<file path="config.mk">
export PLATFORM = sky130hd
export DESIGN_NAME = frame_slot_tx_arbiter
export DESIGN_NICKNAME = d
export VERILOG_FILES = /design/src/fsta_pkg.sv /design/src/frame_slot_tx_arbiter.sv
export SDC_FILE = /design/constraint.sdc
export NUM_CORES = 1
export LEC_CHECK = 0
export ABC_AREA = 1
export BUFFER_PORTS_ARGS = -buffer_cell sky130_fd_sc_hd__buf_2
export CORE_ASPECT_RATIO = 1.2
export CORE_MARGIN = 2
export CORE_UTILIZATION = 64
export DETAILED_ROUTE_END_ITERATION = 7
export PLACE_DENSITY_LB_ADDON = 0.15
export SLEW_MARGIN = 20
export SYNTH_ARGS = -nofsm -noshare
export SYNTH_HDL_FRONTEND = slang
export SYNTH_SLANG_ARGS = --single-unit
</file>
<file path="constraint.sdc">
create_clock -name i_clk -period 5 [get_ports i_clk]
set_input_delay 0.25 -clock i_clk [delete_from_list [all_inputs] [get_ports i_clk]]
set_output_delay 0.25 -clock i_clk [all_outputs]
set_load 0.05 [all_outputs]
</file>
<file path="src/fsta_pkg.sv">
package fsta_pkg;

    typedef enum logic [2:0] {
        CMD_FILL     = 3'd0,
        CMD_LOCK     = 3'd1,
        CMD_CLEAR    = 3'd2,
        CMD_POLL     = 3'd3,
        CMD_XFER_END = 3'd4
    } t_cmd;

    typedef enum logic [1:0] {
        ST_EMPTY = 2'd0,
        ST_FULL  = 2'd1,
        ST_LOCK  = 2'd2
    } t_status;

    typedef enum logic [1:0] {
        S_IDLE = 2'd0,
        S_SCAN = 2'd1,
        S_DONE = 2'd2
    } t_state;

    typedef struct packed {
        logic [2:0] cmd;
        logic [3:0] slot;
        logic       to_response;
        logic       select_high;
        logic       onboard_idle;
    } t_in_item;

    typedef struct packed {
        logic       send_start;
        logic [3:0] send_slot;
        logic       ready_to_send;
        logic       onboard_sent;
        logic       link_busy;
    } t_out_item;

endpackage

</file>
<file path="src/frame_slot_tx_arbiter.sv">
// An accepted item is registered; its result is loaded in the done state once the
// output register is free. A scanning poll first scans, one round-robin step per
// cycle, until a pending slot or the last scanned slot. One item at a time: the
// next item is taken once the result is in the output register.
// Reset (synchronous, active low): all slots empty, scan position 0,
// link busy and ready-to-send set, output register empty.
module frame_slot_tx_arbiter #(
    parameter int CLIENT_SLOTS  = 8,
    parameter int SCANNED_SLOTS = 8
) (
    input  logic                i_clk,
    input  logic                i_rst_n,
    input  logic                i_in_valid,
    output logic                o_in_stall,
    input  fsta_pkg::t_in_item  i_in,
    output logic                o_out_valid,
    input  logic                i_out_stall,
    output fsta_pkg::t_out_item o_out
);
    import fsta_pkg::*;

    localparam int PW = (SCANNED_SLOTS > 1) ? $clog2(SCANNED_SLOTS) : 1;
    localparam int CW = (CLIENT_SLOTS > 1) ? $clog2(CLIENT_SLOTS) : 1;
    localparam int SW = 6;
    localparam logic [SW-1:0] CLIENTS_W = SW'(CLIENT_SLOTS);
    localparam logic [PW-1:0] POS_LAST  = PW'(SCANNED_SLOTS - 1);
    localparam logic [3:0]    OB_CODE   = 4'(CLIENT_SLOTS);
    localparam logic [3:0]    RESP_CODE = 4'(CLIENT_SLOTS + 1);

    t_state    r_state, n_state;
    t_in_item  r_item;
    t_status   r_status [CLIENT_SLOTS];
    logic      r_ob_full;
    logic      r_resp_full;
    logic      r_busy;
    logic      r_ready;
    logic [PW-1:0] r_pos;
    logic [PW-1:0] r_cnt;
    logic      r_hit;
    logic      r_out_valid;
    t_out_item r_out;

    logic          in_acc;
    logic          out_load;
    logic          needs_scan;
    logic [PW-1:0] scan_nxt;
    logic          scan_pend;
    logic          pos_in_range;
    logic          scan_last;
    logic [SW-1:0] item_slot_w;
    logic          item_slot_client;
    t_out_item     res;
    logic          n_busy;
    logic          n_ready;

    assign in_acc     = i_in_valid && (r_state == S_IDLE);
    assign o_in_stall = (r_state != S_IDLE);
    assign out_load   = (r_state == S_DONE) && (!r_out_valid || !i_out_stall);
    assign needs_scan = (i_in.cmd == CMD_POLL) && !r_busy && i_in.select_high
                        && !r_ob_full && !r_resp_full;

    assign scan_nxt     = (r_pos == POS_LAST) ? '0 : r_pos + 1'b1;
    assign scan_pend    = (SW'(scan_nxt) < CLIENTS_W)
                          && (r_status[CW'(scan_nxt)] != ST_EMPTY);
    assign scan_last    = (r_cnt == POS_LAST);
    assign pos_in_range = (SW'(r_pos) < CLIENTS_W);

    assign item_slot_w      = SW'(r_item.slot);
    assign item_slot_client = (item_slot_w < CLIENTS_W);

    always_ff @(posedge i_clk) begin
        if (!i_rst_n) begin
            r_state <= S_IDLE;
        end else begin
            r_state <= n_state;
        end
    end

    always_comb begin
        n_state = r_state;
        unique case (r_state)
            S_IDLE: begin
                if (in_acc) begin
                    n_state = needs_scan ? S_SCAN : S_DONE;
                end
            end
            S_SCAN: begin
                if (scan_pend || scan_last) begin
                    n_state = S_DONE;
                end
            end
            S_DONE: begin
                if (out_load) begin
                    n_state = S_IDLE;
                end
            end
            default: n_state = S_IDLE;
        endcase
    end

    always_comb begin
        res     = '0;
        n_busy  = r_busy;
        n_ready = r_ready;
        case (r_item.cmd)
            CMD_CLEAR: begin
                if (item_slot_client) begin
                    n_busy = 1'b0;
                end
            end
            CMD_POLL: begin
                if (!r_busy && r_item.select_high) begin
                    if (r_ob_full) begin
                        res.send_start = 1'b1;
                        res.send_slot  = OB_CODE;
                    end else if (r_resp_full) begin
                        res.send_start = 1'b1;
                        res.send_slot  = RESP_CODE;
                    end else if (r_hit) begin
                        res.send_start = 1'b1;
                        res.send_slot  = 4'(r_pos);
                    end
                    if (res.send_start) begin
                        n_busy  = 1'b1;
                        n_ready = 1'b1;
                    end
                end
            end
            CMD_XFER_END: begin
                res.onboard_sent = r_ob_full;
                n_busy  = 1'b0;
                n_ready = 1'b0;
            end
            default: ;
        endcase
        res.ready_to_send = n_ready;
        res.link_busy     = n_busy;
    end

    always_ff @(posedge i_clk) begin
        if (in_acc) begin
            r_item <= i_in;
        end
    end

    always_ff @(posedge i_clk) begin
        if (!i_rst_n) begin
            r_pos <= '0;
            r_cnt <= '0;
            r_hit <= 1'b0;
        end else if (in_acc) begin
            r_cnt <= '0;
            r_hit <= 1'b0;
        end else if (r_state == S_SCAN) begin
            r_pos <= scan_nxt;
            r_cnt <= r_cnt + 1'b1;
            r_hit <= scan_pend;
        end
    end

    always_ff @(posedge i_clk) begin
        if (!i_rst_n) begin
            for (int i = 0; i < CLIENT_SLOTS; i++) begin
                r_status[i] <= ST_EMPTY;
            end
            r_ob_full   <= 1'b0;
            r_resp_full <= 1'b0;
            r_busy      <= 1'b1;
            r_ready     <= 1'b1;
        end else if (out_load) begin
            r_busy  <= n_busy;
            r_ready <= n_ready;
            case (r_item.cmd)
                CMD_FILL: begin
                    if (r_item.to_response) begin
                        r_resp_full <= 1'b1;
                    end else if (item_slot_w == CLIENTS_W) begin
                        r_ob_full <= 1'b1;
                    end else begin
                        for (int i = 0; i < CLIENT_SLOTS; i++) begin
                            if (item_slot_w == SW'(i) && r_status[i] != ST_LOCK) begin
                                r_status[i] <= ST_FULL;
                            end
                        end
                    end
                end
                CMD_LOCK: begin
                    for (int i = 0; i < CLIENT_SLOTS; i++) begin
                        if (item_slot_w == SW'(i)) begin
                            r_status[i] <= ST_LOCK;
                        end
                    end
                end
                CMD_CLEAR: begin
                    for (int i = 0; i < CLIENT_SLOTS; i++) begin
                        if (item_slot_w == SW'(i)) begin
                            r_status[i] <= ST_EMPTY;
                        end
                    end
                end
                CMD_XFER_END: begin
                    if (r_ob_full) begin
                        r_ob_full <= 1'b0;
                    end else if (r_item.onboard_idle) begin
                        if (r_resp_full) begin
                            r_resp_full <= 1'b0;
                        end else if (pos_in_range) begin
                            for (int i = 0; i < CLIENT_SLOTS; i++) begin
                                if (SW'(r_pos) == SW'(i)) begin
                                    r_status[i] <= ST_EMPTY;
                                end
                            end
                        end
                    end
                end
                default: ;
            endcase
        end
    end

    always_ff @(posedge i_clk) begin
        if (!i_rst_n) begin
            r_out_valid <= 1'b0;
        end else if (out_load) begin
            r_out_valid <= 1'b1;
        end else if (!i_out_stall) begin
            r_out_valid <= 1'b0;
        end
    end

    always_ff @(posedge i_clk) begin
        if (out_load) begin
            r_out <= res;
        end
    end

    assign o_out_valid = r_out_valid;
    assign o_out       = r_out;

    a_pos_range: assert property (@(posedge i_clk) disable iff (!i_rst_n)
        r_pos <= POS_LAST)
        else $error("scan position out of range");

    a_idle_slot_zero: assert property (@(posedge i_clk) disable iff (!i_rst_n)
        o_out_valid && !o_out.send_start |-> o_out.send_slot == 4'd0)
        else $error("slot reported without send start");

    a_accept_leaves_idle: assert property (@(posedge i_clk) disable iff (!i_rst_n)
        in_acc |=> r_state != S_IDLE)
        else $error("accepted item did not start work");

    a_load_from_done: assert property (@(posedge i_clk) disable iff (!i_rst_n)
        $rose(o_out_valid) |-> $past(r_state == S_DONE))
        else $error("result loaded outside done state");

endmodule
</file>
==> run metrics, run 1 <==
initial antenna violation count=0; number of CTS-inserted buffers=5; global-route wire length before repair=9920 um; leak pwr=around 1.2 nW; final worst setup slack=~3000 ps; drt wl/cell=roughly 14 um; via count=2,340; H-tree depth=2; Tmin final=2040 ps; yosys warns=0; Slew headroom=0.424; Final Max Slew Viols=0; mapped cell area=0.00264 sq mm; Vias/cell=between 5 and 6; HP Class=in -> reg; register area share after synthesis=0.462; ANT nets after route=0; final setup vio count=0; GRT overflow=0; power density cells=283 mW/mm^2; P&R area growth vs syn=10.6%; Fin Setup TNS=0 ps; worst-skew pair later-pin latency=300 ps; CP arrival=2240 ps; Final Util=0.742; Final GP Congestion=0.952; CTS tree=yes; ant diodes=0; top cell type's share of synthesized area=0.295; I/O pin count=24; RSZ-0062 raised after global routing=false; Worst setup EP type=register; # rows=25; Worst Max-Slew Pin Slew=860 ps; status=finished, final reports clean; root buffer cell=clkbuf_8; Placed Cells=411; postcts setup bufs=0; worst hold slack=about 120 ps; CTS resizes=0; number of global-route vias before repair=2,190; PortBufs=23; worst slack, placed=3000 ps; Yosys reg bits=48; critical path peak fanout=8; Power Total=0.827 mW; Fmax=0.491 GHz; die span in x=between 60 and 70 um; TritonCTS sink count=48; final WL=5890 um; initial core utilization=0.671; Clock transition at path regs=90 ps; reg2reg setup slack=~3000 ps; Final Skew=2.90 ps; DRC=0; VDD IR-drop max=0.258 mV; HPWL after detailed placement=4500 um; fin crit share=0.408; final hold violations=0; mean post-synth cell area=7.82 sq um; Yosys cell types=32; TritonRoute pass-1 iters=5; fin nets=slightly below 400; CTS Buffer Depth=2; die height=74.4 um; Critical Path RT=5200 ps; core box area=0.00394 sq mm; fin area=around 0.0029 sq mm; Crit Path Category=reg -> reg; max cap viols=0; Post-Layout Cell Count=419; top cells by area, synth=edfxtp_1 30%, dfxtp_1 17%, nand2_1 9.4%; GR Util All Layers=0.275; syn_nets=360; largest net degree at the start of global routing=19; area post-placement=roughly 0.0028 sq mm; area leader, netlist=edfxtp_1; layout cell share with drive strength beyond 1=0.151; Post-CTS Hold Fix Bufs=0; startpoint types=register; Synth Instances=338; Die Area=0.00466 sq mm; DRT iter0 DRCs=176
## placed cells by master (no fill, tap or decap)
cell,count
nand2_1,66
nor2_1,48
inv_1,45
nand3_1,30
edfxtp_1,26
a21oi_1,25
buf_2,23
dfxtp_1,22
o21ai_0,13
ha_1,8
nand2_2,7
nor3_1,7
nand4_1,7
clkbuf_8,6
inv_2,4
nor2_2,4
a21boi_1,3
nand3_4,2
nand2_4,2
nand3b_1,2
o21ai_1,2
a31oi_1,2
clkinv_2,1
nor2_4,1
o21ai_2,1
nor4_1,1
nor3_4,1
nor3_2,1
a31o_1,1
xnor2_1,1
o211ai_1,1
bufinv_16,1
clkinv_4,1
## critical path, cell delays in order, from the launching register on
cell     delay (ps)
dfxtp_1         500
ha_1            240
ha_1            200
inv_1            90
nand2_1         220
nand2_1          80
nand3_1         120
nand3_1         120
nand3_1         150
o21ai_0         100
nand2_1          80
inv_1            40
## routing by layer
metal | vias to the layer above | wire (um) | GRT usage
met2 | 89 | 2900 | 0.490
li1 | 1165 | - | -
met3 | 15 | 308 | 0.0530
met1 | 1071 | 2560 | 0.336
met4 | 0 | 114 | 0.104
met5 | - | 0 | 0
## logic make-up (layout without fill, tap and decap cells)
family,Yosys count,in the layout,synth area share
AND/OR/NAND/NOR,179,179,0.318
buffers and inverters,54,81,0.0800
AO/OA/AOI/OAI,48,48,0.0984
flip-flops,48,48,0.462
adder cells (fa/ha/maj),8,8,0.0379
XOR/XNOR,1,1,0.00331
## final cells by class
class                      instances  area [sq um]
clock inverter                     2          38.8
multi-input combinational        236          1210
timing repair buffer              23           115
tap                               54          67.6
inverter                          50           189
clock buffer                       6          82.6
sequential                        48          1220
fill                             327          1020
## where the power goes
part | internal (mW) | leakage (nW) | switching, mW
combinational | 0.0228 | 0.755 | 0.0688
clock | 0.163 | 0.0614 | 0.128
sequential | 0.432 | 0.433 | 0.0114
## sequential cells by signal, indices dropped and copies added, names as in the netlist, 2 cells and up
signal       flops
r_status        16
o_out            8
r_item           6
item_slot_w      4
r_cnt            3
r_pos            3
r_state          2
## synthesized netlist by cell type
library cell and number:
ha_1 8, nor3_1 7, edfxtp_1 26, o21ai_1 2
o211ai_1 1, buf_1 1, nand2_1 66, nor3_4 1
a21oi_1 25, nand2_4 2, a31o_1 1, o21ai_0 13
xnor2_1 1, nand3_1 30, inv_2 4, buf_6 1
nor3_2 1, nand3b_1 2, clkbuf_1 2, nor2_4 1
dfxtp_1 22, a31oi_1 2, clkinv_2 1, nor4_1 1
nand2_2 7, o21ai_2 1, nand4_1 7, nand3_4 2
nor2_2 4, a21boi_1 3, inv_1 45, nor2_1 48
## worst paths after layout
path                                    start                          end  cells past startpoint
setup reg to reg        r_pos[0]$_SDFFE_PN0P_      r_state[0]$_SDFFE_PN0P_                     11
hold / removal                        i_in[5]     item_slot_w[2]$_DFFE_PP_                      1
setup / recovery        r_pos[0]$_SDFFE_PN0P_      r_state[0]$_SDFFE_PN0P_                     11
hold reg to reg   r_status[6][0]$_SDFFE_PP0P_  r_status[6][0]$_SDFFE_PP0P_                      2
Power figures use the tool's default switching activity.
==> run 2, diff against run 1 <==
--- a/config.mk
+++ b/config.mk
@@ -9,7 +9,7 @@
 export BUFFER_PORTS_ARGS = -buffer_cell sky130_fd_sc_hd__buf_2
 export CORE_ASPECT_RATIO = 1.2
 export CORE_MARGIN = 2
-export CORE_UTILIZATION = 64
+export CORE_UTILIZATION = 53
 export DETAILED_ROUTE_END_ITERATION = 7
 export PLACE_DENSITY_LB_ADDON = 0.15
 export SLEW_MARGIN = 20
==> constraint.sdc (replaced) <==
create_clock -name i_clk -period 1.65 [get_ports i_clk]
set_input_delay 0.0825 -clock i_clk [delete_from_list [all_inputs] [get_ports i_clk]]
set_output_delay 0.0825 -clock i_clk [all_outputs]
set_load 0.05 [all_outputs]
==> run 2 against run 1 <==
  * Core utilization fell by 2.0 points
  * Power rose to 3.1 times the previous value
  * Combinational power increased to 4.3 times the previous value
  * Wire length up 16%
  * Fmax increased by 24%
  * Clock power rose to 2.9 times the previous value
  * Die area increased by 19%
  * Cell count up 14%
  * Critical endpoint is now r_status[2][0]$_SDFFCE_PP0P_
  * Largest power group unchanged
  * Highest routed layer unchanged
==> run metrics, run 2 (synthesis results as in run 1) <==
status=finished, final reports clean; Worst Max-Slew Pin Slew=257 ps (-603 ps); global-route wire length before repair=10,600 um (+6.6%); HP Class=in -> reg; # rows=28 (+12%); Worst setup EP type=register; GR Util All Layers=0.262 (-0.0130); Int Pwr=1.90 mW (+210%); PortBufs=23 (unchanged); P&R area growth vs syn=33.0%; most common cell after layout, fill and taps aside=nand2_1; Fmax=0.606 GHz (+24%); final hold violations=0 (unchanged); Die Area=0.00557 sq mm (+19%); Final Skew=8.73 ps (+5.83 ps); VDD IR-drop max=0.635 mV (+150%); CTS tree=yes; Final Util=0.722 (-0.0200); RSZ-0062 raised after global routing=true; TritonCTS sink count=48 (unchanged); Clock transition at path regs=90 ps (about the same); critical path peak fanout=6 (-2); Reg with most FFs=r_status; final WL=6830 um (+16%); Sw Share=0.260 (+0.00860); Final Max Slew Viols=0 (unchanged); DRC=0 (unchanged); ANT nets after route=0 (unchanged); via count=2,513 (+7.4%); Final GP Congestion=0.930 (-2.3%); die span in x=68.5 um (+9.3%); worst slack, placed=-151 ps (-3150 ps); CTS Buffer Depth=2 (unchanged); largest net degree at the start of global routing=17 (-2); power density cells=730 mW/mm^2 (+160%); fin crit share=1.00 (+0.592); clock power share=0.325 (-0.027); drt wl/cell=14.4 um (+2.1%); die height=81.4 um (+9.4%); startpoint types=register; number of CTS-inserted buffers=5 (unchanged); GRT overflow=0 (unchanged); final setup vio count=0 (unchanged); worst-skew pair later-pin latency=310 ps (about the same); core box area=0.00487 sq mm (+24%); Sw Pwr=0.669 mW (+220%); ant diodes=0 (unchanged); Seq pwr share=0.522 (-0.015); max cap viols=0 (unchanged); HPWL after detailed placement=5030 um (+12%); final worst setup slack=0.202 ps (-2960 ps); CP arrival=1820 ps (-420 ps); initial antenna violation count=0 (unchanged); fin nets=437 (+13%); Slew headroom=0.829 (+0.404); Filler cells=381 (+17%); Critical Path RT=1820 ps (-3380 ps); initial core utilization=0.543 (-0.128); I/O pin count=24 (unchanged); H-tree depth=2 (unchanged); commonest non-fill, non-tap cells in the layout=61 x nand2_1, 42 x inv_1, 39 x buf_4; DRT iter0 DRCs=103 (-41%); Tmin final=1650 ps (-388 ps); Vias/cell=5.28 (-5.5%); Fin Setup TNS=0 ps (unchanged); layout cell share with drive strength beyond 1=0.320 (+0.169); combinational share of power=0.153 (+0.042); Crit Path Category=reg -> reg; TritonRoute pass-1 iters=5 (unchanged); Largest register FFs=16 (unchanged); root buffer cell=clkbuf_8; leak pwr=1.52 nW (+22%); number of global-route vias before repair=2,333 (+6.5%)
[run 2: metal layers]
layer	vias to the layer above	GRT usage	wire length, um
met5	-	0	0
met4	0	0.118	175
met3	16	0.0471	324
met2	65	0.463	3560
met1	1165	0.299	2780
li1	1267	-	-
[run 2: power groups by stage]
stage | Combinational [mW] | Sequential, mW | Clock (mW)
finish | 0.394 | 1.34 | 0.834
global route | 0.427 | 1.34 | 0.892
floorplan | 0.160 | 1.42 | 0
CTS | 0.349 | 1.34 | 0.842
detailed placement | 0.321 | 1.37 | 0
global placement | 0.318 | 1.37 | 0
[run 2: worst max-delay path, cell delays in order, from the launching register on]
cell and delay (ps):
edfxtp_1 470, nor2_4 240, nand3_4 120, nor3_4 220, buf_6 160, nand2_4 50, nand2_2 70, nor2_2 50
a21boi_1 130
[run 2: worst paths after layout]
check / from / end / slack, ps / cells past startpoint
setup reg to reg: r_item[8]$_DFFE_PP_ / r_status[2][0]$_SDFFCE_PP0P_ / 0.2 / 8
hold / removal: i_out_stall / o_out_valid$_SDFFE_PN0P_ / 150 / 3
setup / recovery: r_item[8]$_DFFE_PP_ / r_status[2][0]$_SDFFCE_PP0P_ / 0.2 / 8
hold reg to reg: r_cnt[1]$_SDFFE_PP0P_ / r_cnt[1]$_SDFFE_PP0P_ / 470 / 2
[run 2: area by class of cell]
type,count,area [sq um],share of cell area
well taps,60,75.1,0.0213
flip-flops and latches,48,1230,0.349
inverters,50,191,0.0544
clock buffers,5,68.8,0.0196
repair buffers,74,539,0.153
clock inverters,3,37.5,0.0107
multi-input cells,236,1380,0.392
[run 2: timing repair]
| action | CTS | global route |
|---|---|---|
| buffers inserted | 2 | 10 |
| pin swaps | 2 | 14 |
| hold endpoints to repair | 10 | 0 |
| setup endpoints to repair | 9 | 26 |
| hold buffers | 10 | 0 |
| resized for setup | 15 | 35 |
[run 2: stage by stage]
step	instances	hold WS, ps	area (sq um)	power, mW
after floorplan	338	181	2650	1.58
after global placement	446	259	3040	1.68
after detailed placement	446	261	3040	1.69
after CTS	466	136	3300	2.53
after global routing	476	164	3520	2.66
final	476	147	3520	2.57
==> run 3, diff against run 2 <==
--- a/config.mk
+++ b/config.mk
@@ -12,6 +12,8 @@
 export CORE_UTILIZATION = 53
 export DETAILED_ROUTE_END_ITERATION = 7
 export PLACE_DENSITY_LB_ADDON = 0.15
+export RECOVER_POWER = 25
+export SKIP_CTS_REPAIR_TIMING = 1
 export SLEW_MARGIN = 20
 export SYNTH_ARGS = -nofsm -noshare
 export SYNTH_HDL_FRONTEND = slang
==> run 3 against run 2 <==
  * The flow now finishes with violations (setup timing)
  * Hold slack lost 9.1 ps
  * Design area down 2.7%
  * Cell count is 1.5% lower
  * Core utilization shrank 2.0 points
  * Sequential power about the same
  * Non-clock buffer count down 7
  * Combinational power is 9.4% lower
  * Global-route usage shrank 1.1 points
  * Power fell by 1.3%
  * Critical endpoint is now r_status[3][0]$_SDFFCE_PP0P_
  * Highest routed layer unchanged
==> run metrics, run 3 (synthesis results as in run 1) <==
VDD IR-drop max=0.656 mV (+3.3%); max cap viols=0 (unchanged); GR Util All Layers=0.251 (-0.0112); Critical Path End=r_status[3][0]$_SDFFCE_PP0P_; die height=81.4 um (unchanged); reg2reg end=r_status[3][0]$_SDFFCE_PP0P_; Int Pwr=1.87 mW (-1.5%); Fmax=0.591 GHz (-2.5%); RSZ-0062 raised after global routing=true; leak pwr=1.45 nW (-4.6%); status=finished, violations left; initial antenna violation count=0 (unchanged); layout cell share with drive strength beyond 1=0.271 (-0.0483); clock power share=0.331 (+0.006); critical path peak fanout=7 (+1); Vias/cell=5.31 (+0.56%); most common cell after layout, fill and taps aside=nand2_1; global-route wire length before repair=10,100 um (-4.6%); violated checks=setup timing; root buffer cell=clkbuf_8; H-tree depth=2 (unchanged); initial core utilization=0.543 (unchanged); final worst setup slack=-42.1 ps (-42.3 ps); Die Area=0.00557 sq mm (unchanged); CTS tree=yes; Power Total=2.54 mW (-1.3%); I/O pin count=24 (unchanged); HP Class=in -> reg; Clock transition at path regs=90 ps (about the same); P&R area growth vs syn=29.4%; via count=2,490 (-0.92%); final setup vio count=11 (+11); DRC=0 (unchanged); core box area=0.00487 sq mm (unchanged); # rows=28 (unchanged); Seq pwr share=0.529 (+0.007); fin nets=430 (-1.6%); largest net degree at the start of global routing=17 (unchanged); hold path depth=3 (unchanged); Sw Share=0.261 (+0.00122); Slew headroom=0.609 (-0.220); worst r2r path cells=8 (unchanged); TritonRoute pass-1 iters=4 (-1); Worst Max-Slew Pin Slew=590 ps (+332 ps); Largest register FFs=16 (unchanged); worst-skew pair later-pin latency=310 ps (about the same); Worst setup EP type=register; Reg-to-Reg Start=r_item[7]$_DFFE_PP_; CTS Buffer Depth=2 (unchanged); HPWL after detailed placement=5030 um (unchanged); final WL=6760 um (-1.1%); combinational share of power=0.141 (-0.012); commonest non-fill, non-tap cells in the layout=61 x nand2_1, 43 x inv_1, 37 x nor2_1; Crit Path Category=reg -> reg; Sw Pwr=0.663 mW (-0.83%); Reg with most FFs=r_status; crit path launch=r_item[7]$_DFFE_PP_; Final Skew=9.53 ps (+0.802 ps); reg2reg setup slack=-40 ps (-40 ps); ANT nets after route=0 (unchanged); startpoint types=register; DRT iter0 DRCs=164 (+59%); Final Max Slew Viols=0 (unchanged); final hold violations=0 (unchanged); drt wl/cell=14.4 um (+0.41%); worst slack, placed=-151 ps (unchanged); number of CTS-inserted buffers=5 (unchanged); CP arrival=1860 ps (+40 ps); PortBufs=23 (unchanged); fin crit share=1.03 (+0.0256); TritonCTS sink count=48 (unchanged); power density cells=741 mW/mm^2 (+1.5%); GRT overflow=0 (unchanged); number of global-route vias before repair=2,236 (-4.2%); ant diodes=0 (unchanged); Critical Path RT=1820 ps (about the same); die span in x=68.5 um (unchanged); Tmin final=1690 ps (+42.3 ps); Final GP Congestion=0.930 (unchanged)
## run 3: through the flow
stage | setup TNS [ps] | utilization | hold slack [ps] | cells | instance area [sq um]
after floorplan | 0 | - | 181 | 338 | 2650
after global routing | -1140 | 0.702 | 174 | 469 | 3420
final | -385 | 0.702 | 138 | 469 | 3420
after global placement | -401 | 0.623 | 259 | 446 | 3040
after detailed placement | -464 | 0.623 | 261 | 446 | 3040
after CTS | -617 | 0.645 | -54.6 | 454 | 3140
## run 3: worst min path at each step
stage	start	endpoint	slack, ps
2_1_floorplan	i_in[3]	item_slot_w[0]$_DFFE_PP_	180
3_3_place_gp	i_in[2]	r_item[2]$_DFFE_PP_	260
3_5_place_dp	i_in[6]	item_slot_w[3]$_DFFE_PP_	260
4_1_cts	i_in[6]	item_slot_w[3]$_DFFE_PP_	-50
5_1_grt	i_out_stall	o_out_valid$_SDFFE_PN0P_	170
6_report	i_rst_n	r_resp_full$_SDFFE_PN0P_	140
## run 3: routing by layer
metal | share of wire | vias to the layer above | GRT usage | routed length [um]
met5 | 0 | - | 0 | 0
met4 | 0.023 | 0 | 0.108 | 155
met3 | 0.043 | 12 | 0.0429 | 289
met2 | 0.52 | 70 | 0.440 | 3540
met1 | 0.41 | 1159 | 0.293 | 2780
li1 | - | 1249 | - | -
## run 3: final cells by class
class	instances	area, sq um
fill	406	1450
multi-input combinational	236	1360
sequential	48	1230
timing repair buffer	67	459
inverter	50	191
tap	60	75.1
clock buffer	5	68.8
clock inverter	3	37.5
## run 3: critical path, stage by stage (launching register included)
cell	delay (ps)
edfxtp_1	490
nor2_4	250
nand3_4	130
nor3_4	230
buf_6	160
nand2_4	50
nand2_2	70
nor2_2	50
a21boi_1	140
## run 3: power by group through the flow
stage,combinational (mW),sequential [mW],clock (mW)
after floorplan,0.160,1.42,0
after global placement,0.318,1.37,0
after detailed placement,0.321,1.37,0
after CTS,0.323,1.34,0.842
after global routing,0.388,1.34,0.889
final,0.357,1.34,0.838
